--- src/sv/pgm_raw_stream_parser_unit_defines.svh ---
// assertion macros shared by the parser modules
`ifndef PGM_RAW_STREAM_PARSER_UNIT_DEFINES_SVH
`define PGM_RAW_STREAM_PARSER_UNIT_DEFINES_SVH

`ifndef SYNTHESIS

// property must hold at every clock edge outside reset
`define PRSP_ASSERT(label, clk, rst_n, prop, msg) \
    label: assert property (@(posedge clk) disable iff (!rst_n) prop) else $error(msg);

// condition must never be seen outside reset
`define PRSP_NEVER(label, clk, rst_n, cond, msg) \
    label: assert property (@(posedge clk) disable iff (!rst_n) !(cond)) else $error(msg);

`else

`define PRSP_ASSERT(label, clk, rst_n, prop, msg)
`define PRSP_NEVER(label, clk, rst_n, cond, msg)

`endif

`endif

--- src/sv/prsp_pkg.sv ---
package prsp_pkg;

    localparam int DIM_BITS = 12;
    localparam int ACC_BITS = DIM_BITS + 4;

    typedef logic [DIM_BITS-1:0] dim_t;
    typedef logic [ACC_BITS-1:0] acc_t;
    typedef logic [7:0]          byte_t;

    localparam dim_t DIM_MAX = '1;

    typedef enum logic [1:0] {
        KIND_PIXEL   = 2'd0,
        KIND_END_OK  = 2'd1,
        KIND_END_ERR = 2'd2
    } kind_t;

    typedef enum logic [2:0] {
        ERR_NONE     = 3'd0,
        ERR_MAGIC    = 3'd1,
        ERR_OVERFLOW = 3'd2,
        ERR_MAXVAL   = 3'd3,
        ERR_EXCESS   = 3'd4,
        ERR_SHORT    = 3'd5
    } err_t;

    typedef enum logic [7:0] {
        PH_MAGIC   = 8'b0000_0001,
        PH_LINE    = 8'b0000_0010,
        PH_COMMENT = 8'b0000_0100,
        PH_WIDTH   = 8'b0000_1000,
        PH_HEIGHT  = 8'b0001_0000,
        PH_MAXVAL  = 8'b0010_0000,
        PH_PIXELS  = 8'b0100_0000,
        PH_ERROR   = 8'b1000_0000
    } phase_t;

    localparam byte_t CH_P     = 8'h50;
    localparam byte_t CH_5     = 8'h35;
    localparam byte_t CH_2     = 8'h32;
    localparam byte_t CH_0     = 8'h30;
    localparam byte_t CH_9     = 8'h39;
    localparam byte_t CH_HASH  = 8'h23;
    localparam byte_t CH_NL    = 8'h0A;
    localparam byte_t CH_SPACE = 8'h20;

    // result queue
    localparam int RQ_DEPTH = 3;
    typedef logic [1:0] rq_ptr_t;
    typedef logic [1:0] rq_cnt_t;

    typedef struct packed {
        kind_t kind;
        byte_t pixel_value;
        dim_t  pixel_row;
        dim_t  pixel_col;
        dim_t  image_width;
        dim_t  image_height;
        err_t  error_code;
    } result_t;

    typedef struct packed {
        logic    push;
        result_t data;
    } result_push_t;

endpackage

--- src/sv/prsp_in_if.sv ---
interface prsp_in_if;
    logic       valid;
    logic       ready;
    logic [7:0] data_byte;
    logic       end_of_stream;

    modport source (output valid, output data_byte, output end_of_stream, input ready);
    modport sink   (input valid, input data_byte, input end_of_stream, output ready);
endinterface

--- src/sv/prsp_out_if.sv ---
interface prsp_out_if import prsp_pkg::*; ();
    logic       valid;
    logic       ready;
    logic [1:0] result_kind;
    byte_t      pixel_value;
    dim_t       pixel_row;
    dim_t       pixel_col;
    dim_t       image_width;
    dim_t       image_height;
    logic [2:0] error_code;

    modport source (output valid, output result_kind, output pixel_value, output pixel_row,
                    output pixel_col, output image_width, output image_height,
                    output error_code, input ready);
    modport sink   (input valid, input result_kind, input pixel_value, input pixel_row,
                    input pixel_col, input image_width, input image_height,
                    input error_code, output ready);
endinterface

--- src/sv/pgm_raw_stream_parser_unit.sv ---
// Binary PGM (P5) parser. Takes one file byte per clock and keeps taking one a clock while
// results flow: a byte is registered, decoded against the header state in the next cycle and
// its result, if any, lands in a three-entry result queue, so a pixel is offered on the output
// once its queue entry is written and can be taken at the following edge. Header bytes
// and comment lines give no result; every pixel byte gives one pixel transaction with row and
// column, and the end marker gives one status transaction (image valid, or the first error
// seen) after which the parser is back at reset. The input side holds off only when the result
// queue together with the byte in flight fills all three entries, which happens only when the
// consumer stalls.
module pgm_raw_stream_parser_unit import prsp_pkg::*;
(
    input  logic              clk,
    input  logic              rst_n,
    prsp_in_if.sink           byte_stream,
    prsp_out_if.source        result_stream
);

    result_push_t res;
    result_t      head;
    rq_cnt_t      level;
    logic         busy;
    logic         take;
    logic         not_empty;

    // reserve a queue slot for the byte in flight
    assign byte_stream.ready = ({1'b0, level} + {2'b00, busy}) < 3'(RQ_DEPTH);
    assign take = byte_stream.valid && byte_stream.ready;

    prsp_core u_core (
        .clk           (clk),
        .rst_n         (rst_n),
        .take          (take),
        .data_byte     (byte_stream.data_byte),
        .end_of_stream (byte_stream.end_of_stream),
        .busy          (busy),
        .res           (res)
    );

    prsp_result_queue u_queue (
        .clk       (clk),
        .rst_n     (rst_n),
        .wr        (res),
        .pop       (result_stream.ready),
        .not_empty (not_empty),
        .level     (level),
        .head      (head)
    );

    assign result_stream.valid        = not_empty;
    assign result_stream.result_kind  = head.kind;
    assign result_stream.pixel_value  = head.pixel_value;
    assign result_stream.pixel_row    = head.pixel_row;
    assign result_stream.pixel_col    = head.pixel_col;
    assign result_stream.image_width  = head.image_width;
    assign result_stream.image_height = head.image_height;
    assign result_stream.error_code   = head.error_code;

endmodule

--- src/sv/prsp_core.sv ---
`include "pgm_raw_stream_parser_unit_defines.svh"

module prsp_core import prsp_pkg::*;
(
    input  logic         clk,
    input  logic         rst_n,
    input  logic         take,
    input  byte_t        data_byte,
    input  logic         end_of_stream,
    output logic         busy,
    output result_push_t res
);

    logic   stage_valid_reg;
    byte_t  stage_byte_reg;
    logic   stage_eos_reg;

    phase_t phase_reg, phase_next;
    logic [1:0] match_reg, match_next;
    dim_t   width_reg, width_next;
    dim_t   height_reg, height_next;
    logic   frozen_reg, frozen_next;
    dim_t   row_reg, row_next;
    dim_t   col_reg, col_next;
    err_t   saved_err_reg, saved_err_next;

    dim_t   dig_src;
    acc_t   dig_acc;
    logic   dig_over;
    logic   is_digit;
    logic   frozen_eff;
    byte_t  magic_exp;
    byte_t  maxval_exp;
    err_t   end_err;
    dim_t   col_inc;

    // input register
    always_ff @(posedge clk or negedge rst_n)
    begin
        if (!rst_n)
        begin
            stage_valid_reg <= 1'b0;
        end
        else
        begin
            stage_valid_reg <= take;
        end
    end

    always_ff @(posedge clk)
    begin
        if (take)
        begin
            stage_byte_reg <= data_byte;
            stage_eos_reg  <= end_of_stream;
        end
    end

    assign busy = stage_valid_reg;

    // digit accumulation shared by width and height
    assign dig_src  = (phase_reg == PH_HEIGHT) ? height_reg : width_reg;
    assign dig_acc  = ACC_BITS'({dig_src, 3'b000}) + ACC_BITS'({dig_src, 1'b0})
                    + ACC_BITS'(stage_byte_reg[3:0]);
    assign dig_over = dig_acc > ACC_BITS'(DIM_MAX);
    assign is_digit = stage_byte_reg inside {[CH_0:CH_9]};
    // first byte of the dimension line starts a fresh number
    assign frozen_eff = (phase_reg == PH_LINE) ? 1'b0 : frozen_reg;
    assign col_inc  = col_reg + 1'b1;

    always_comb
    begin
        case (match_reg)
            2'd0:    magic_exp = CH_P;
            2'd1:    magic_exp = CH_5;
            default: magic_exp = CH_NL;
        endcase
        case (match_reg)
            2'd0:    maxval_exp = CH_2;
            2'd1:    maxval_exp = CH_5;
            2'd2:    maxval_exp = CH_5;
            default: maxval_exp = CH_NL;
        endcase
        case (phase_reg)
            PH_MAGIC:  end_err = ERR_MAGIC;
            PH_MAXVAL: end_err = ERR_MAXVAL;
            PH_PIXELS:
            begin
                if (width_reg == '0 || height_reg == '0 || row_reg == height_reg)
                    end_err = ERR_NONE;
                else
                    end_err = ERR_SHORT;
            end
            PH_ERROR:  end_err = saved_err_reg;
            default:   end_err = ERR_SHORT;
        endcase
    end

    always_comb
    begin
        phase_next     = phase_reg;
        match_next     = match_reg;
        width_next     = width_reg;
        height_next    = height_reg;
        frozen_next    = frozen_reg;
        row_next       = row_reg;
        col_next       = col_reg;
        saved_err_next = saved_err_reg;

        res.push              = 1'b0;
        res.data.kind         = KIND_PIXEL;
        res.data.pixel_value  = '0;
        res.data.pixel_row    = '0;
        res.data.pixel_col    = '0;
        res.data.image_width  = width_reg;
        res.data.image_height = height_reg;
        res.data.error_code   = ERR_NONE;

        if (stage_valid_reg)
        begin
            if (stage_eos_reg)
            begin
                res.push            = 1'b1;
                res.data.kind       = (end_err == ERR_NONE) ? KIND_END_OK : KIND_END_ERR;
                res.data.error_code = end_err;
                phase_next     = PH_MAGIC;
                match_next     = '0;
                width_next     = '0;
                height_next    = '0;
                frozen_next    = 1'b0;
                row_next       = '0;
                col_next       = '0;
                saved_err_next = ERR_NONE;
            end
            else
            begin
                case (phase_reg)
                    PH_MAGIC:
                    begin
                        if (stage_byte_reg != magic_exp)
                        begin
                            saved_err_next = ERR_MAGIC;
                            phase_next     = PH_ERROR;
                        end
                        else if (match_reg == 2'd2)
                        begin
                            match_next = '0;
                            phase_next = PH_LINE;
                        end
                        else
                        begin
                            match_next = match_reg + 1'b1;
                        end
                    end
                    PH_COMMENT:
                    begin
                        if (stage_byte_reg == CH_NL)
                            phase_next = PH_LINE;
                    end
                    PH_LINE, PH_WIDTH:
                    begin
                        if (phase_reg == PH_LINE && stage_byte_reg == CH_HASH)
                        begin
                            phase_next = PH_COMMENT;
                        end
                        else
                        begin
                            phase_next  = PH_WIDTH;
                            frozen_next = frozen_eff;
                            if (stage_byte_reg == CH_SPACE)
                            begin
                                phase_next  = PH_HEIGHT;
                                frozen_next = 1'b0;
                            end
                            else if (stage_byte_reg == CH_NL)
                            begin
                                phase_next = PH_MAXVAL;
                                match_next = '0;
                            end
                            else if (!frozen_eff)
                            begin
                                if (!is_digit)
                                    frozen_next = 1'b1;
                                else if (dig_over)
                                begin
                                    saved_err_next = ERR_OVERFLOW;
                                    phase_next     = PH_ERROR;
                                end
                                else
                                    width_next = dig_acc[DIM_BITS-1:0];
                            end
                        end
                    end
                    PH_HEIGHT:
                    begin
                        if (stage_byte_reg == CH_NL)
                        begin
                            phase_next = PH_MAXVAL;
                            match_next = '0;
                        end
                        else if (!frozen_reg)
                        begin
                            if (!is_digit)
                                frozen_next = 1'b1;
                            else if (dig_over)
                            begin
                                saved_err_next = ERR_OVERFLOW;
                                phase_next     = PH_ERROR;
                            end
                            else
                                height_next = dig_acc[DIM_BITS-1:0];
                        end
                    end
                    PH_MAXVAL:
                    begin
                        if (stage_byte_reg != maxval_exp)
                        begin
                            saved_err_next = ERR_MAXVAL;
                            phase_next     = PH_ERROR;
                        end
                        else if (match_reg == 2'd3)
                        begin
                            match_next = '0;
                            row_next   = '0;
                            col_next   = '0;
                            phase_next = PH_PIXELS;
                        end
                        else
                        begin
                            match_next = match_reg + 1'b1;
                        end
                    end
                    PH_PIXELS:
                    begin
                        if (width_reg == '0 || row_reg >= height_reg)
                        begin
                            saved_err_next = ERR_EXCESS;
                            phase_next     = PH_ERROR;
                        end
                        else
                        begin
                            res.push             = 1'b1;
                            res.data.pixel_value = stage_byte_reg;
                            res.data.pixel_row   = row_reg;
                            res.data.pixel_col   = col_reg;
                            if (col_inc >= width_reg)
                            begin
                                col_next = '0;
                                row_next = row_reg + 1'b1;
                            end
                            else
                            begin
                                col_next = col_inc;
                            end
                        end
                    end
                    default:
                    begin
                        // error phase: bytes swallowed until the end marker
                    end
                endcase
            end
        end
    end

    always_ff @(posedge clk or negedge rst_n)
    begin
        if (!rst_n)
        begin
            phase_reg     <= PH_MAGIC;
            match_reg     <= '0;
            width_reg     <= '0;
            height_reg    <= '0;
            frozen_reg    <= 1'b0;
            row_reg       <= '0;
            col_reg       <= '0;
            saved_err_reg <= ERR_NONE;
        end
        else
        begin
            phase_reg     <= phase_next;
            match_reg     <= match_next;
            width_reg     <= width_next;
            height_reg    <= height_next;
            frozen_reg    <= frozen_next;
            row_reg       <= row_next;
            col_reg       <= col_next;
            saved_err_reg <= saved_err_next;
        end
    end

    `PRSP_ASSERT(a_pixel_in_frame, clk, rst_n, (res.push && res.data.kind == KIND_PIXEL) |-> (res.data.pixel_row < height_reg && res.data.pixel_col < width_reg), "pixel outside the parsed frame")
    `PRSP_ASSERT(a_end_restarts, clk, rst_n, (res.push && res.data.kind != KIND_PIXEL) |=> (phase_reg == PH_MAGIC && width_reg == '0), "parser not back at the magic line after end")
    `PRSP_ASSERT(a_col_bounded, clk, rst_n, (phase_reg == PH_PIXELS && width_reg != '0) |-> (col_reg < width_reg), "column counter ran past the width")

endmodule

--- src/sv/prsp_result_queue.sv ---
`include "pgm_raw_stream_parser_unit_defines.svh"

module prsp_result_queue import prsp_pkg::*;
(
    input  logic         clk,
    input  logic         rst_n,
    input  result_push_t wr,
    input  logic         pop,
    output logic         not_empty,
    output rq_cnt_t      level,
    output result_t      head
);

    result_t entry_reg [RQ_DEPTH];
    rq_ptr_t wr_ptr_reg;
    rq_ptr_t rd_ptr_reg;
    rq_cnt_t count_reg;
    logic    pop_en;

    assign pop_en    = pop && (count_reg != '0);
    assign not_empty = count_reg != '0;
    assign level     = count_reg;
    assign head      = entry_reg[rd_ptr_reg];

    always_ff @(posedge clk)
    begin
        if (wr.push)
        begin
            entry_reg[wr_ptr_reg] <= wr.data;
        end
    end

    always_ff @(posedge clk or negedge rst_n)
    begin
        if (!rst_n)
        begin
            wr_ptr_reg <= '0;
            rd_ptr_reg <= '0;
            count_reg  <= '0;
        end
        else
        begin
            if (wr.push)
                wr_ptr_reg <= (wr_ptr_reg == rq_ptr_t'(RQ_DEPTH - 1)) ? '0 : wr_ptr_reg + 1'b1;
            if (pop_en)
                rd_ptr_reg <= (rd_ptr_reg == rq_ptr_t'(RQ_DEPTH - 1)) ? '0 : rd_ptr_reg + 1'b1;
            count_reg <= count_reg + rq_cnt_t'(wr.push) - rq_cnt_t'(pop_en);
        end
    end

    `PRSP_NEVER(a_no_overflow, clk, rst_n, wr.push && !pop_en && count_reg == rq_cnt_t'(RQ_DEPTH), "push into a full result queue")
    `PRSP_ASSERT(a_count_bounded, clk, rst_n, count_reg <= rq_cnt_t'(RQ_DEPTH), "result queue count beyond depth")
    `PRSP_ASSERT(a_ptr_gap, clk, rst_n, (count_reg == '0 || count_reg == rq_cnt_t'(RQ_DEPTH)) |-> (wr_ptr_reg == rd_ptr_reg), "queue pointers disagree with count")

endmodule
--- src/flat_wrapper.sv ---
// flat-port wrapper written by rule: the top's interface ports become plain ports
module pgm_raw_stream_parser_unit_flat import prsp_pkg::*;
  (clk, rst_n, byte_stream_valid, byte_stream_data_byte, byte_stream_end_of_stream, byte_stream_ready, result_stream_valid, result_stream_result_kind, result_stream_pixel_value, result_stream_pixel_row, result_stream_pixel_col, result_stream_image_width, result_stream_image_height, result_stream_error_code, result_stream_ready);
  prsp_in_if byte_stream_i ();
  prsp_out_if result_stream_i ();
  input  logic clk;
  input  logic rst_n;
  input wire logic [$bits(byte_stream_i.valid)-1:0] byte_stream_valid;
  input wire logic [$bits(byte_stream_i.data_byte)-1:0] byte_stream_data_byte;
  input wire logic [$bits(byte_stream_i.end_of_stream)-1:0] byte_stream_end_of_stream;
  output wire logic [$bits(byte_stream_i.ready)-1:0] byte_stream_ready;
  output wire logic [$bits(result_stream_i.valid)-1:0] result_stream_valid;
  output wire logic [$bits(result_stream_i.result_kind)-1:0] result_stream_result_kind;
  output wire logic [$bits(result_stream_i.pixel_value)-1:0] result_stream_pixel_value;
  output wire logic [$bits(result_stream_i.pixel_row)-1:0] result_stream_pixel_row;
  output wire logic [$bits(result_stream_i.pixel_col)-1:0] result_stream_pixel_col;
  output wire logic [$bits(result_stream_i.image_width)-1:0] result_stream_image_width;
  output wire logic [$bits(result_stream_i.image_height)-1:0] result_stream_image_height;
  output wire logic [$bits(result_stream_i.error_code)-1:0] result_stream_error_code;
  input wire logic [$bits(result_stream_i.ready)-1:0] result_stream_ready;
  assign byte_stream_i.valid = byte_stream_valid;
  assign byte_stream_i.data_byte = byte_stream_data_byte;
  assign byte_stream_i.end_of_stream = byte_stream_end_of_stream;
  assign byte_stream_ready = byte_stream_i.ready;
  assign result_stream_valid = result_stream_i.valid;
  assign result_stream_result_kind = result_stream_i.result_kind;
  assign result_stream_pixel_value = result_stream_i.pixel_value;
  assign result_stream_pixel_row = result_stream_i.pixel_row;
  assign result_stream_pixel_col = result_stream_i.pixel_col;
  assign result_stream_image_width = result_stream_i.image_width;
  assign result_stream_image_height = result_stream_i.image_height;
  assign result_stream_error_code = result_stream_i.error_code;
  assign result_stream_i.ready = result_stream_ready;
  pgm_raw_stream_parser_unit u_core (.clk(clk), .rst_n(rst_n), .byte_stream(byte_stream_i), .result_stream(result_stream_i));
endmodule
--- config.mk ---
export PLATFORM = sky130hd
export DESIGN_NAME = pgm_raw_stream_parser_unit_flat
export DESIGN_NICKNAME = d
export VERILOG_FILES = /design/src/sv/prsp_pkg.sv /design/src/sv/prsp_in_if.sv /design/src/sv/prsp_out_if.sv /design/src/sv/pgm_raw_stream_parser_unit.sv /design/src/sv/prsp_core.sv /design/src/sv/prsp_result_queue.sv /design/src/flat_wrapper.sv
export VERILOG_INCLUDE_DIRS = /design/src /design/src/sv
export SDC_FILE = /design/constraint.sdc
export NUM_CORES = 1
export LEC_CHECK = 0
export BUFFER_PORTS_ARGS = -buffer_cell sky130_fd_sc_hd__buf_2
export CAP_MARGIN = 20
export CORE_AREA = 3 3 159 161
export DETAILED_ROUTE_END_ITERATION = 10
export DIE_AREA = 0 0 162 164
export GPL_ROUTABILITY_DRIVEN = 0
export GPL_TIMING_DRIVEN = 0
export PLACE_DENSITY = 0.72
export SLEW_MARGIN = 20
export SYNTH_ARGS = -nofsm -noshare
export SYNTH_HDL_FRONTEND = slang
export SYNTH_SLANG_ARGS = --single-unit
--- constraint.sdc ---
create_clock -name clk -period 15.67 [get_ports clk]
set_input_delay 3.134 -clock clk [delete_from_list [all_inputs] [get_ports clk]]
set_output_delay 3.134 -clock clk [all_outputs]
set_load 0.05 [all_outputs]
# Word-level counts from Yosys, hierarchy flattened
# Memory sizes are Yosys's and may differ from the RTL's.
# Index checks and enable logic that the tools add are counted.
dict set report word_totals {
  input_bits 13
  memories 1
  output_inout_bits 63
  reg_bits 78
  word_cells 198
  ramBits 183
}
# name words width rd rd_clocked_by_memory_dff write_ports line
set memory_table {}
lappend memory_table {u_core.u_queue.entry_reg 3 61 1 0 1 prsp_result_queue.sv:14} ;# result_t entry_reg [RQ_DEPTH];
dict set report op_classes {
  n_eq_ne 45
  order_cmp 6
  n_reduce_logical 30
  n_addsub 10
  mux 92
}
# operator count
set op_table {}
lappend op_table {{$mux W12} 21}
lappend op_table {{$mux W8} 17}
lappend op_table {{$mux W32} 3}
lappend op_table {{$pmux W12 S2} 2}
lappend op_table {{$pmux W8 S6} 1}
lappend op_table {{$mux W3} 15}
lappend op_table {{$ne A3 B3 Y1 const B} 15}
lappend op_table {{$mux W35} 1}
lappend op_table {{$add A12 B1 Y12 const B} 2}
lappend op_table {{$eq A8 B6 Y1 const B} 3}
lappend op_table {{$ge A12 B12 Y1} 2}
lappend op_table {{$logic_not A12 Y1} 2}
lappend op_table {{$mux W2} 12}
lappend op_table {{$reduce_and A6 Y1} 3}
lappend op_table {{$add A15 B13 Y16} 1}
lappend op_table {{$add A16 B4 Y16} 1}
lappend op_table {{$eq A8 B4 Y1 const B} 2}
lappend op_table {{$gt A16 B12 Y1 const B} 1}
lappend op_table {{$ne A8 B8 Y1} 2}
lappend op_table {{$pmux W3 S5} 1}
lappend op_table {{$mux W1} 14}
lappend op_table {{$pmux W7 S2} 1}
lappend op_table {{$eq A12 B12 Y1} 1}
lappend op_table {{$ne A2 B2 Y1 const B} 6}
lappend op_table {{other kinds (36)} 54}

# Logic depth before layout (Yosys ltp)
# Gate-level depths: netlist of run 1.
dict set report depth {
  ltp_word 13
  mapped_depth 18
  ltp_nobuf 14
}

# Hierarchy
# A second synthesis of run 1 with hierarchy kept.
dict set report unflattened {
  cells_unflattened 1110
  area_unflattened_um2 13047.5
}
# mod seq_area_each_um2 n_inst area_each_um2 cells_per_inst
set by_module_without_submodules {}
lappend by_module_without_submodules {prsp_result_queue 5645.4 1 7111.8 412}
lappend by_module_without_submodules {prsp_core 1848.0 1 5895.7 694}
lappend by_module_without_submodules {pgm_raw_stream_parser_unit 0.0 1 40.0 4}

# Least setup slack after synthesis of run 1
# No wires, ideal clock.
dict set report synth_path {
  kind {register -> register}
  startpoint {register u_core.u_core.phase_reg[3]}
  endpoint {memory u_core.u_queue.entry_reg[1][0] (netlist bit), enable pin}
  period_less_slack_ps 7065
  setup_time_ps 570
  arrival_ps 6495
  stages_incl_launch_ff 8
  setup_slack_ps 8605
  path_cell_list {dfrtp_1 buf_2 or4_1 or2_0 buf_2 nor4_4 o21ai_1 nor3b_1}
}
dict set report synth_via {
  elab_chain_cells 6
}
# element line
set synth_lines {}
lappend synth_lines {{start: declaration} prsp_core.sv:18} ;# phase_t phase_reg, phase_next;
lappend synth_lines {{start signal: assignment} prsp_core.sv:281} ;# phase_reg <= phase_next;
lappend synth_lines {{$eq A8 B7 Y1} prsp_core.sv:137} ;# case (phase_reg)
lappend synth_lines {{$mux W1} prsp_core.sv:137}
lappend synth_lines {{$mux W1} prsp_core.sv:121} ;# if (stage_eos_reg)
lappend synth_lines {{$mux W35} prsp_core.sv:119} ;# if (stage_valid_reg)
lappend synth_lines {{$mux W1} prsp_result_queue.sv:27} ;# if (wr.push)
lappend synth_lines {{$mux W1 (implied by the code)} prsp_result_queue.sv:29} ;# entry_reg[wr_ptr_reg] <= wr.data;
lappend synth_lines {{end: declaration} prsp_result_queue.sv:14}
# No other way between the ends.

# Final worst setup path of run 1
dict set report layout_path {
  startpoint {register u_core.u_queue.rd_ptr_reg[0]}
  endpoint {output port result_stream_image_height[2]}
}
dict set report layout_via {
  elab_chain_cells 1
}
# element line
set layout_lines {}
lappend layout_lines {{start: declaration} prsp_result_queue.sv:16} ;# rq_ptr_t rd_ptr_reg;
lappend layout_lines {{start signal: assignment} prsp_result_queue.sv:46} ;# rd_ptr_reg <= (rd_ptr_reg == rq_ptr_t'(RQ_DEPTH - 1)) ? '0 : rd_ptr_reg + 1'b1;
lappend layout_lines {{$mem_v2 Z3 W61} -}
lappend layout_lines {{end: declaration} flat_wrapper.sv:18} ;# output wire logic [$bits(result_stream_i.image_height)-1:0] result_stream_image_height;
# No other way between the ends.

==> results of run 1 <==
-- metrics by stage --
stage	std cells	total power [µW]	setup WS, ns
2_1_floorplan	1111	1600	8.60
6_report	1582	2430	9.35
5_1_grt	1582	2540	9.22
3_3_place_gp	1510	1850	5.18
3_5_place_dp	1534	1860	9.94
4_1_cts	1582	2440	9.37
-- final cells by class --
type	instances	area share [%]
buffer	62	1.82
clock buffer	41	5.20
clock inverter	7	0.218
inverter	41	1.03
multi-input combinational	747	34.9
sequential	261	50.1
tap	324	2.71
timing repair buffer	99	3.99
-- synth_stat cells (4+ instances only) --
master	n
edfxtp_1	192
nand2_1	112
o21ai_0	99
dfrtp_1	68
mux2i_1	64
ha_1	59
and3_1	43
clkbuf_1	41
inv_1	41
nor2_1	33
a21oi_1	30
o21ai_1	28
nand3_1	21
o311ai_0	20
o31ai_1	19
nand2b_1	15
nor3_1	15
nor4_1	15
xnor2_1	13
buf_2	11
xor2_1	11
a21o_1	10
a22o_1	10
nand4_1	8
a211oi_1	7
or4_1	7
buf_1	6
nor2b_1	6
or3_1	6
a31oi_1	5
and2_1	5
nor4b_1	5
mux2_4	4
-- where the power goes --
part           switching (µW)  internal (µW)  total, µW
registers                51.7            843        894
logic                     702            244        946
clock network             249            339        588
total                    1000           1430       2430
-- cell families after synthesis --
family | Yosys count
flops | 261
compound gates | 270
buf+inv | 103
fa+ha+maj | 61
mux | 72
simple gates | 320
xor+xnor | 24
-- layer usage --
metal | wire length, µm | up-vias
met5 | 0 | -
met4 | 866 | 0
met3 | 2020 | 64
met2 | 14700 | 321
met1 | 13400 | 4568
li1 | - | 4465
-- layout by cell type (no fill, tap or decap), drive strengths merged, types with 4 or more instances in the layout --
cell and instances:
or4 9, a22o 10, xnor2 13, nand3 21
nor4b 5, nor3 16, inv 41, nand2b 15
clkbuf 82, mux2 8, clkinv 6, dfrtp 68
a21oi 30, o31ai 19, a21o 10, a31oi 5
nand2 112, o211ai 4, mux2i 64, o21ai 129
edfxtp 192, ha 59, and2 5, or3 6
nor2b 6, buf 120, nand4 8, o311ai 20
or2 5, a211oi 8, nor2 34, nor4 19
and3 43, xor2 11
-- worst paths after layout --
path / endpoint
worst max-delay path: result_stream_image_height[2]
worst min-delay path: u_core.u_core.saved_err_reg[2]
worst max register to register: u_core.u_core.phase_reg[6]
worst min register to register: u_core.u_core.saved_err_reg[2]
max in group asynchronous: u_core.u_core.phase_reg[0]
min in group asynchronous: u_core.u_core.match_reg[1]
==> run metrics, run 1 <==
number of global-route vias before repair 9130; dominant combinational cell family by area after synthesis simple AND/OR/NAND/NOR gates; Overflow after GRT 0; final hold slack 0.520 ns; footprint of the multi-input gates roughly 5200 µm²; largest net degree at the start of global routing 38; starting DRC count in detailed routing just under 700; DIE AREA 26600 µm²; number of clock sinks 261; prevailing post-synth register cell edfxtp_1; top cells by area in the synthesized netlist edfxtp_1 44%, dfrtp_1 13%, ha_1 5.6%, mux2i_1 4.9%, o21ai_0 3.8%; CTS max path bufs 3; diode insertion count for antenna repair 0; clock root buffer clkbuf_16; max-capacitance violation count 0; xor/xnor cell area share of the yosys netlist between 1.5 and 2%; Final TNS setup 0 ns; critical setup path kind reg -> out; critical path's largest stage delay 0.78 ns; Top Usage Layer GRT met2; cell taking the most area after synthesis edfxtp_1; adder and majority gate portion of the synthesized area ~6%; placeable core area 24100 µm²; library cell contributing the largest single delay on the critical path buf_1; final hold viol count 0; Yosys top cell area share roughly 44%; DRC violations left 0; Pwr Density approximately 160 nW/µm²; worst reg-to-reg setup slack around 10 ns; sequential fraction of the synthesis area between 50% and 60%; Detailed Place HPWL 22300 µm; ratio of final minimum period to clock period 40.4%; Post-layout nets 1312; Area after DPL 14100 µm²; GR Util met3 2.98%; post-layout instance area 15000 µm²; critical path fanouts, max 10; largest clock skew in the final design 0.0313 ns; hold path depth 1; combined area of all synthesized cells around 13000 µm²; time the final worst path needs with I/O delays and setup 6.32 ns; Synth Area per Inst 11.8 µm²; critical-path cell list clkbuf_1 > buf_1 > mux2i_1 > o21ai_0 > buf_2; net count after synthesis about 1200; mean number of vias per cell 5.95; GRT Total Usage 23.3%; setup repair after global routing missed its margin false; Via Count 9418; critical path data required time 12.54 ns; buffers plus inverters on the worst setup path 3; setup fix buffers added after clock tree synthesis 0; area added between synthesis and finish 13.9%; post-synthesis compound-gate area fraction 13.2%; number of different library cells in the post-synthesis netlist 83; critical path capture point type primary output; slew at the pin closest to its max-slew limit roughly 0.96 ns; count of cells along the worst register-to-register path 15; worst setup path start u_core.u_queue.rd_ptr_reg[0]; share of synthesized registers carrying an async set or reset 26.4%; routing usage on met1 32.7%; post_cts resized 0; number of flip-flops under the largest register name between 150 and 200; row count between 50 and 60; Reg clk slew, reported paths 0.06 ns; count of flip-flops with a built-in enable after synthesis roughly 190; Chip Height 164 µm; average routed wire per standard cell 19.6 µm; Port Buf Inserts 75; family with the most delay on the worst path buffers and inverters; count of boundary I/O pins 76; max-slew violation total from the final report 0; fill count 1930; final standard cell utilization of the core between 60% and 70%; count of cell instances traversed by the critical path 5; Peak VDD IR 0.0850 mV; area fraction in and, or, nand and nor cells after synthesis 13.2%; synthesized instance count about 1100; number of levels in the clock H-tree 1; result of the run finished clean; starting density of the core 54.5%; wire length of the first global-routing pass 49300 µm; wire length after detailed routing 31000 µm; Setup-failing EPs final 0; startpoint of the lowest-slack register-to-register path u_core.u_core.phase_reg[5]; type of element launching the critical path register; relative slew slack between 30% and 40%; FF+latch count, synth 261; Worst Hold Launch u_core.u_core.saved_err_reg[2]; Warnings, synthesis 0; total iterations of the first detailed-routing run 5; multiplexer fraction of the synthesized cell area 5.68%; area of all sequential standard cells 7490 µm²; die width between 150 and 200 µm; clock insertion delay at the later pin of the skew report 0.54 ns; number of hold-repair buffers added at the cts stage 0; TritonCTS clock tree yes; share of layout cells above drive strength 1 between 10% and 20%; maximum achievable frequency 158 MHz; GR met2 Demand/Resource 38.3%; ANT nets after route 0; Hold Path Class reg -> reg; CTS buffer count 26; leakage power summed over all cells between 0.006 and 0.007 µW; worst path arrival time 3.19 ns; number of antenna violations at the first check in global routing 0
Power figures use the tool's default switching activity.
==> run 2: changes to the inputs <==
- PLACE_DENSITY: 0.72 -> 0.75
- clock period: 15.67 -> 5.3 ns (I/O delays scaled with it)
==> run 2 against run 1 <==
  * Utilization rose by 0.28 points
  * Combinational power rose to 3.0 times the previous value
  * Flip-flop and latch count did not move
  * First-iteration DRC count grew 28%
  * Worst hold slack got worse by 0.13 ns
  * Via count grew 0.15%
  * Setup slack worse by 9.1 ns
  * Clock power rose to 3.0 times the previous value
  * Power rose to 3.0 times the previous value
  * Sequential power rose to 3.0 times the previous value
  * Cell count fell by 0.44%
  * Non-clock buffer count is 8 lower
  * Largest cell class unchanged
==> run metrics, run 2 (synthesized netlist as in run 1, its figures left out) <==
placeable core area 24100 µm² (unchanged); ANT nets after route 0 (unchanged); setup repair after global routing missed its margin false; starting DRC count in detailed routing 893 (+28%); Worst Setup Slack, final 0.243 ns (-9.10 ns); Comb pwr share 39.0% (about the same); worst path arrival time 5.47 ns (+2.28 ns); worst reg-to-reg setup slack 0.24 ns (-9.72 ns); area of all sequential standard cells 7490 µm² (unchanged); mean number of vias per cell 5.99 (+0.59%); die width 162 µm (unchanged); capturing element of the worst setup path u_core.u_core.phase_reg[6]; Overflow after GRT 0 (unchanged); fill count 1904 (-1.3%); critical path's largest stage delay 0.58 ns (-0.20 ns); starting density of the core 54.5% (unchanged); maximum achievable frequency around 200 MHz; critical path data required time 5.71 ns (-6.83 ns); row count 57 (unchanged); max-capacitance violation count 0 (unchanged); Area after DPL 14200 µm² (+0.16%); Reg clk slew, reported paths 0.06 ns (about the same); footprint of the multi-input gates 5260 µm² (+0.74%); Chip Height 164 µm (unchanged); share of layout cells above drive strength 1 14.7% (+0.32 points); leakage power summed over all cells 0.00602 µW (-0.20%); number of levels in the clock H-tree 1 (unchanged); switching part of the total 41.8% (+0.52 points); type of element launching the critical path register; area added between synthesis and finish 14.4%; critical path capture point type register; Reg power frac 36.7% (about the same); number of hold-repair buffers added at the cts stage 0 (unchanged); total power draw 7220 µW (+200%); worst setup path start u_core.u_core.phase_reg[5]; number of global-route vias before repair 9209 (+0.87%); CTS max path bufs 3 (unchanged); CTS buffer count 27 (+3.8%); most frequent cells in the layout 192 x edfxtp_1, 112 x nand2_1, 99 x o21ai_0; largest clock skew in the final design 0.0166 ns (-0.0148 ns); Port Buf Inserts 75 (unchanged); Pwr Density 481 nW/µm² (+200%); time the final worst path needs with I/O delays and setup approximately 5.1 ns; cell mode on critical path fa_1; commonest non-fill, non-tap cell in the layout edfxtp_1; Hold Path Class in -> async; average routed wire per standard cell 19.4 µm (-1.1%); Setup-failing EPs final 0 (unchanged); worst slack at placement -0.274 ns (-10.21 ns); max-slew violation total from the final report 0 (unchanged); post-layout instance area 15000 µm² (+0.45%); count of cells along the worst register-to-register path 16 (+1); DRC violations left 0 (unchanged); slew at the pin closest to its max-slew limit 0.815 ns (-0.144 ns); clock insertion delay at the later pin of the skew report 0.53 ns (about the same); Post-layout nets 1305 (-0.53%); switching power 3020 µW (+200%); critical setup path kind reg -> reg; clock root buffer clkbuf_16; final hold slack 0.386 ns (-0.134 ns); non-filler instance count after layout 1575 (-0.44%); startpoint of the lowest-slack register-to-register path u_core.u_core.phase_reg[5]; diode insertion count for antenna repair 0 (unchanged); relative slew slack 45.6% (+9.6 points); wire length of the first global-routing pass 48700 µm (-1.3%); number of clock sinks 261 (unchanged); DIE AREA 26600 µm² (unchanged); number of antenna violations at the first check in global routing 0 (unchanged); GRT Total Usage 23.0% (-0.34 points); Via Count 9432 (+0.15%); Int Pwr 4200 µW (+190%); wire length after detailed routing 30500 µm (-1.6%); family with the most delay on the worst path compound AO/OA/AOI/OAI gates; Post-Place Cells 1526 (-0.52%); library cell contributing the largest single delay on the critical path or4b_4; critical-path cell list buf_6 > or4b_4 > nor2_4 > clkbuf_2 > nand2_1 > o21ai_0 > fa_1 > fa_1 > a21o_1 > a211oi_4 > nor3_1 > mux2_2 > o211ai_4 > o31a_1 > buf_4 > mux2_4; clock network fraction of total power 24.3% (about the same); TritonCTS clock tree yes; count of cell instances traversed by the critical path 16 (+11); ratio of final minimum period to clock period 95.4%; number of flip-flops under the largest register name 183 (unchanged); Peak VDD IR 0.333 mV (+290%); Detailed Place HPWL 21800 µm (-2.5%); post_cts resized 2 (+2); total iterations of the first detailed-routing run 5 (unchanged); count of boundary I/O pins 76 (unchanged); critical path fanouts, max 10 (unchanged); Reg2Reg Capture Point u_core.u_core.phase_reg[6]; final hold viol count 0 (unchanged); result of the run finished clean; setup fix buffers added after clock tree synthesis 0 (unchanged); largest net degree at the start of global routing 57 (+50%); buffers plus inverters on the worst setup path 3 (unchanged)
==> run 2: cell count changes in the layout (fill, tap and decap cells not counted), moves of 2 or more <==
cell        previous run  this run
clkinv_4               0         3
buf_4                 18         2
nor3b_2                2         0
clkinvlp_4             1         6
nor3b_4                0         2
clkbuf_1              50        42
clkbuf_2               0         3
clkbuf_8               5         3
buf_8                  0         7
==> run 2: worst min path at each step <==
stage	endpoint	cells after the start
after detailed placement	u_core.u_queue.level[1]	1
after global routing	u_core.u_core.match_reg[1]	1
after CTS	u_core.u_core.match_reg[0]	1
after global placement	u_core.u_queue.level[1]	1
final	u_core.u_core.match_reg[1]	1
after floorplan	u_core.u_queue.level[1]	1
==> run 2: power groups by stage <==
stage | logic (µW) | registers (µW) | clock network [µW]
final | 2820 | 2650 | 1760
after CTS | 2830 | 2650 | 1780
after global placement | 2720 | 2700 | 0
after floorplan | 2070 | 2640 | 0
after detailed placement | 2820 | 2690 | 0
after global routing | 3010 | 2680 | 1870
==> run 2: layout make-up <==
type | count | area share [%]
repair buffers | 91 | 4.00
multi-input cells | 747 | 35.0
clock buffers | 34 | 4.87
flip-flops and latches | 261 | 49.9
clock inverters | 15 | 0.666
well taps | 324 | 2.70
plain buffers | 62 | 1.84
inverters | 41 | 1.02
==> run 2: worst register-to-register path, cell delays in order (launching register included) <==
cell,delay [ns]
dfrtp_1,0.37
buf_6,0.14
or4b_4,0.58
nor2_4,0.24
clkbuf_2,0.25
nand2_1,0.07
o21ai_0,0.20
fa_1,0.53
fa_1,0.48
a21o_1,0.25
a211oi_4,0.33
nor3_1,0.10
mux2_2,0.33
o211ai_4,0.34
o31a_1,0.21
buf_4,0.19
mux2_4,0.32
==> run 2: through the flow <==
| stage | TNS, ns | utilization (%) |
|---|---|---|
| finish | 0 | 62.3 |
| floorplan | 0 | - |
| CTS | 0 | 62.3 |
| global route | 0 | 62.3 |
| detailed placement | -4.50 | 58.8 |
| global placement | -251.64 | 57.8 |
==> run 2: metal layers <==
| metal | up-vias | wire length (µm) | GRT usage [%] |
|---|---|---|---|
| met4 | 0 | 1100 | 8.65 |
| met5 | - | 0 | 0 |
| met1 | 4546 | 13000 | 30.9 |
| met3 | 81 | 2070 | 4.01 |
| li1 | 4463 | - | - |
| met2 | 342 | 14300 | 37.8 |
==> run 3: changes to the inputs <==
- PLACE_DENSITY: 0.75 -> default
- PLACE_DENSITY_LB_ADDON: default -> 0.12
==> run 3 against run 2 <==
  * Critical endpoint unchanged
  * Final area increased by 0.42%
  * Global-route usage increased by 0.19 points
  * Non-clock buffer count unchanged
  * Flip-flop and latch count unchanged
  * Largest cell class unchanged
  * Setup slack got worse by 0.027 ns
  * First-iteration DRC count decreased by 12%
==> run metrics, run 3 (synthesized netlist as in run 1, its figures left out) <==
result of the run finished clean; number of antenna violations at the first check in global routing 0 (unchanged); total power draw 7280 µW (+0.72%); average routed wire per standard cell 19.7 µm (+1.6%); leakage power summed over all cells 0.00608 µW (+0.86%); critical path's largest stage delay 0.55 ns (-0.03 ns); Pwr Density 482 nW/µm² (+0.29%); max-capacitance violation count 0 (unchanged); critical path capture point type register; GR Util met3 2.85% (-1.2 points); wire length of the first global-routing pass 48800 µm (+0.40%); number of levels in the clock H-tree 1 (unchanged); mean number of vias per cell 5.93 (-0.91%); clock insertion delay at the later pin of the skew report 0.53 ns (about the same); Reg clk slew, reported paths 0.06 ns (about the same); largest clock skew in the final design 0.00999 ns (-0.00659 ns); number of clock sinks 261 (unchanged); ratio of final minimum period to clock period 95.9% (+0.51 points); GRT Total Usage 23.2% (+0.19 points); TritonCTS clock tree yes; final standard cell utilization of the core 62.6% (+0.26 points); routing usage on met1 33.1% (+2.2 points); ANT nets after route 0 (unchanged); final hold viol count 0 (unchanged); buffers plus inverters on the worst setup path 3 (unchanged); wire length after detailed routing 31000 µm (+1.7%); Setup-failing EPs final 0 (unchanged); critical-path cell list buf_2 > or4b_4 > nor2_4 > clkbuf_2 > nand2_1 > o21ai_1 > fa_1 > fa_1 > a21o_1 > a211oi_4 > nor3_1 > mux2_2 > o211ai_4 > o31a_1 > buf_4 > mux2_4; Post-layout nets 1305 (unchanged); clock root buffer clkbuf_16; starting DRC count in detailed routing 783 (-12%); family with the most delay on the worst path compound AO/OA/AOI/OAI gates; total iterations of the first detailed-routing run 5 (unchanged); non-filler instance count after layout 1576 (+0.063%); critical setup path kind reg -> reg; commonest non-fill, non-tap cell in the layout edfxtp_1; relative slew slack 37.2% (-8.5 points); share of layout cells above drive strength 1 14.8% (+0.068 points); DIE AREA 26600 µm² (unchanged); largest net degree at the start of global routing 54 (-5.3%); area added between synthesis and finish 14.9%; Overflow after GRT 0 (unchanged); slew at the pin closest to its max-slew limit 0.942 ns (+0.127 ns); Hold Path Class in -> async; worst path arrival time 5.50 ns (+0.03 ns); Port Buf Inserts 75 (unchanged); library cell contributing the largest single delay on the critical path or4b_4; Detailed Place HPWL 22300 µm (+2.5%); Final TNS setup 0 ns (unchanged); type of element launching the critical path register; Peak VDD IR 0.313 mV (-5.9%); CTS buffer count 27 (unchanged); critical path fanouts, max 10 (unchanged); Chip Height 164 µm (unchanged); setup repair after global routing missed its margin false; DRC violations left 0 (unchanged); placeable core area 24100 µm² (unchanged); max-slew violation total from the final report 0 (unchanged); critical path data required time 5.71 ns (about the same); CTS max path bufs 3 (unchanged); count of boundary I/O pins 76 (unchanged); fill count 1934 (+1.6%); setup fix buffers added after clock tree synthesis 0 (unchanged); Top Usage Layer GRT met2; row count 57 (unchanged); Post-Place Cells 1526 (unchanged); starting density of the core 54.5% (unchanged); maximum achievable frequency 197 MHz (-0.53%); die width 162 µm (unchanged); GR met2 Demand/Resource 38.7% (+0.96 points); footprint of the multi-input gates 5260 µm² (unchanged); cell mode on critical path fa_1; time the final worst path needs with I/O delays and setup 5.08 ns (+0.0269 ns); number of global-route vias before repair 8987 (-2.4%); diode insertion count for antenna repair 0 (unchanged); Via Count 9352 (-0.85%); number of flip-flops under the largest register name 183 (unchanged); final hold slack 0.411 ns (+0.0252 ns); most frequent cells in the layout 192 x edfxtp_1, 112 x nand2_1, 98 x o21ai_0; area of all sequential standard cells 7490 µm² (unchanged)
-- run 3: cell types whose count changed in the layout (fill, tap and decap cells not counted), moves of 3 or more --
cell and delta:
buf_6 -3, clkinvlp_4 -5, clkinv_4 -3, clkinv_2 +4
-- run 3: metrics by stage --
step	setup WS [ns]	instance area, µm²
2_1_floorplan	0.391	13100
3_3_place_gp	-1.64	13900
3_5_place_dp	-0.310	14200
4_1_cts	0.00851	15100
5_1_grt	0.00204	15100
6_report	0.216	15100
-- run 3: final timing paths --
check                                            from                      endpoint  cells after the start  slack, ns
max                        u_core.u_core.phase_reg[7]    u_core.u_core.phase_reg[6]                     16       0.22
min                                             rst_n      u_core.u_core.frozen_reg                      1       0.41
max reg2reg                u_core.u_core.phase_reg[7]    u_core.u_core.phase_reg[6]                     16       0.22
min reg2reg                   u_core.u_queue.level[1]       u_core.u_queue.level[1]                      1       0.51
max in group asynchronous                       rst_n  u_core.u_queue.rd_ptr_reg[0]                      2       4.32
min in group clk              u_core.u_queue.level[1]       u_core.u_queue.level[1]                      1       0.51
-- run 3: timing repair --
item	in CTS	in global routing
hold buffers	0	0
endpoints found under the setup margin	35	33
pin swaps	0	0
resized for setup	3	9
gates cloned	0	0
-- run 3: metal layers --
| layer | routed length, µm | vias to the layer above |
|---|---|---|
| li1 | - | 4460 |
| met1 | 13800 | 4565 |
| met2 | 14900 | 292 |
| met3 | 1920 | 35 |
| met4 | 442 | 0 |
| met5 | 0 | - |
-- run 3: final cells by class --
| type | count | share of cell area, % |
|---|---|---|
| plain buffers | 62 | 1.84 |
| clock buffers | 39 | 5.11 |
| clock inverters | 11 | 0.580 |
| inverters | 41 | 1.02 |
| multi-input cells | 747 | 34.9 |
| flip-flops and latches | 261 | 49.7 |
| well taps | 324 | 2.69 |
| repair buffers | 91 | 4.22 |
-- run 3: where the power goes --
group / switching (µW) / leakage (µW) / internal (µW)
registers: 162 / 0.00270 / 2490
clock network: 753 / 0.000423 / 1060
logic: 2070 / 0.00295 / 742
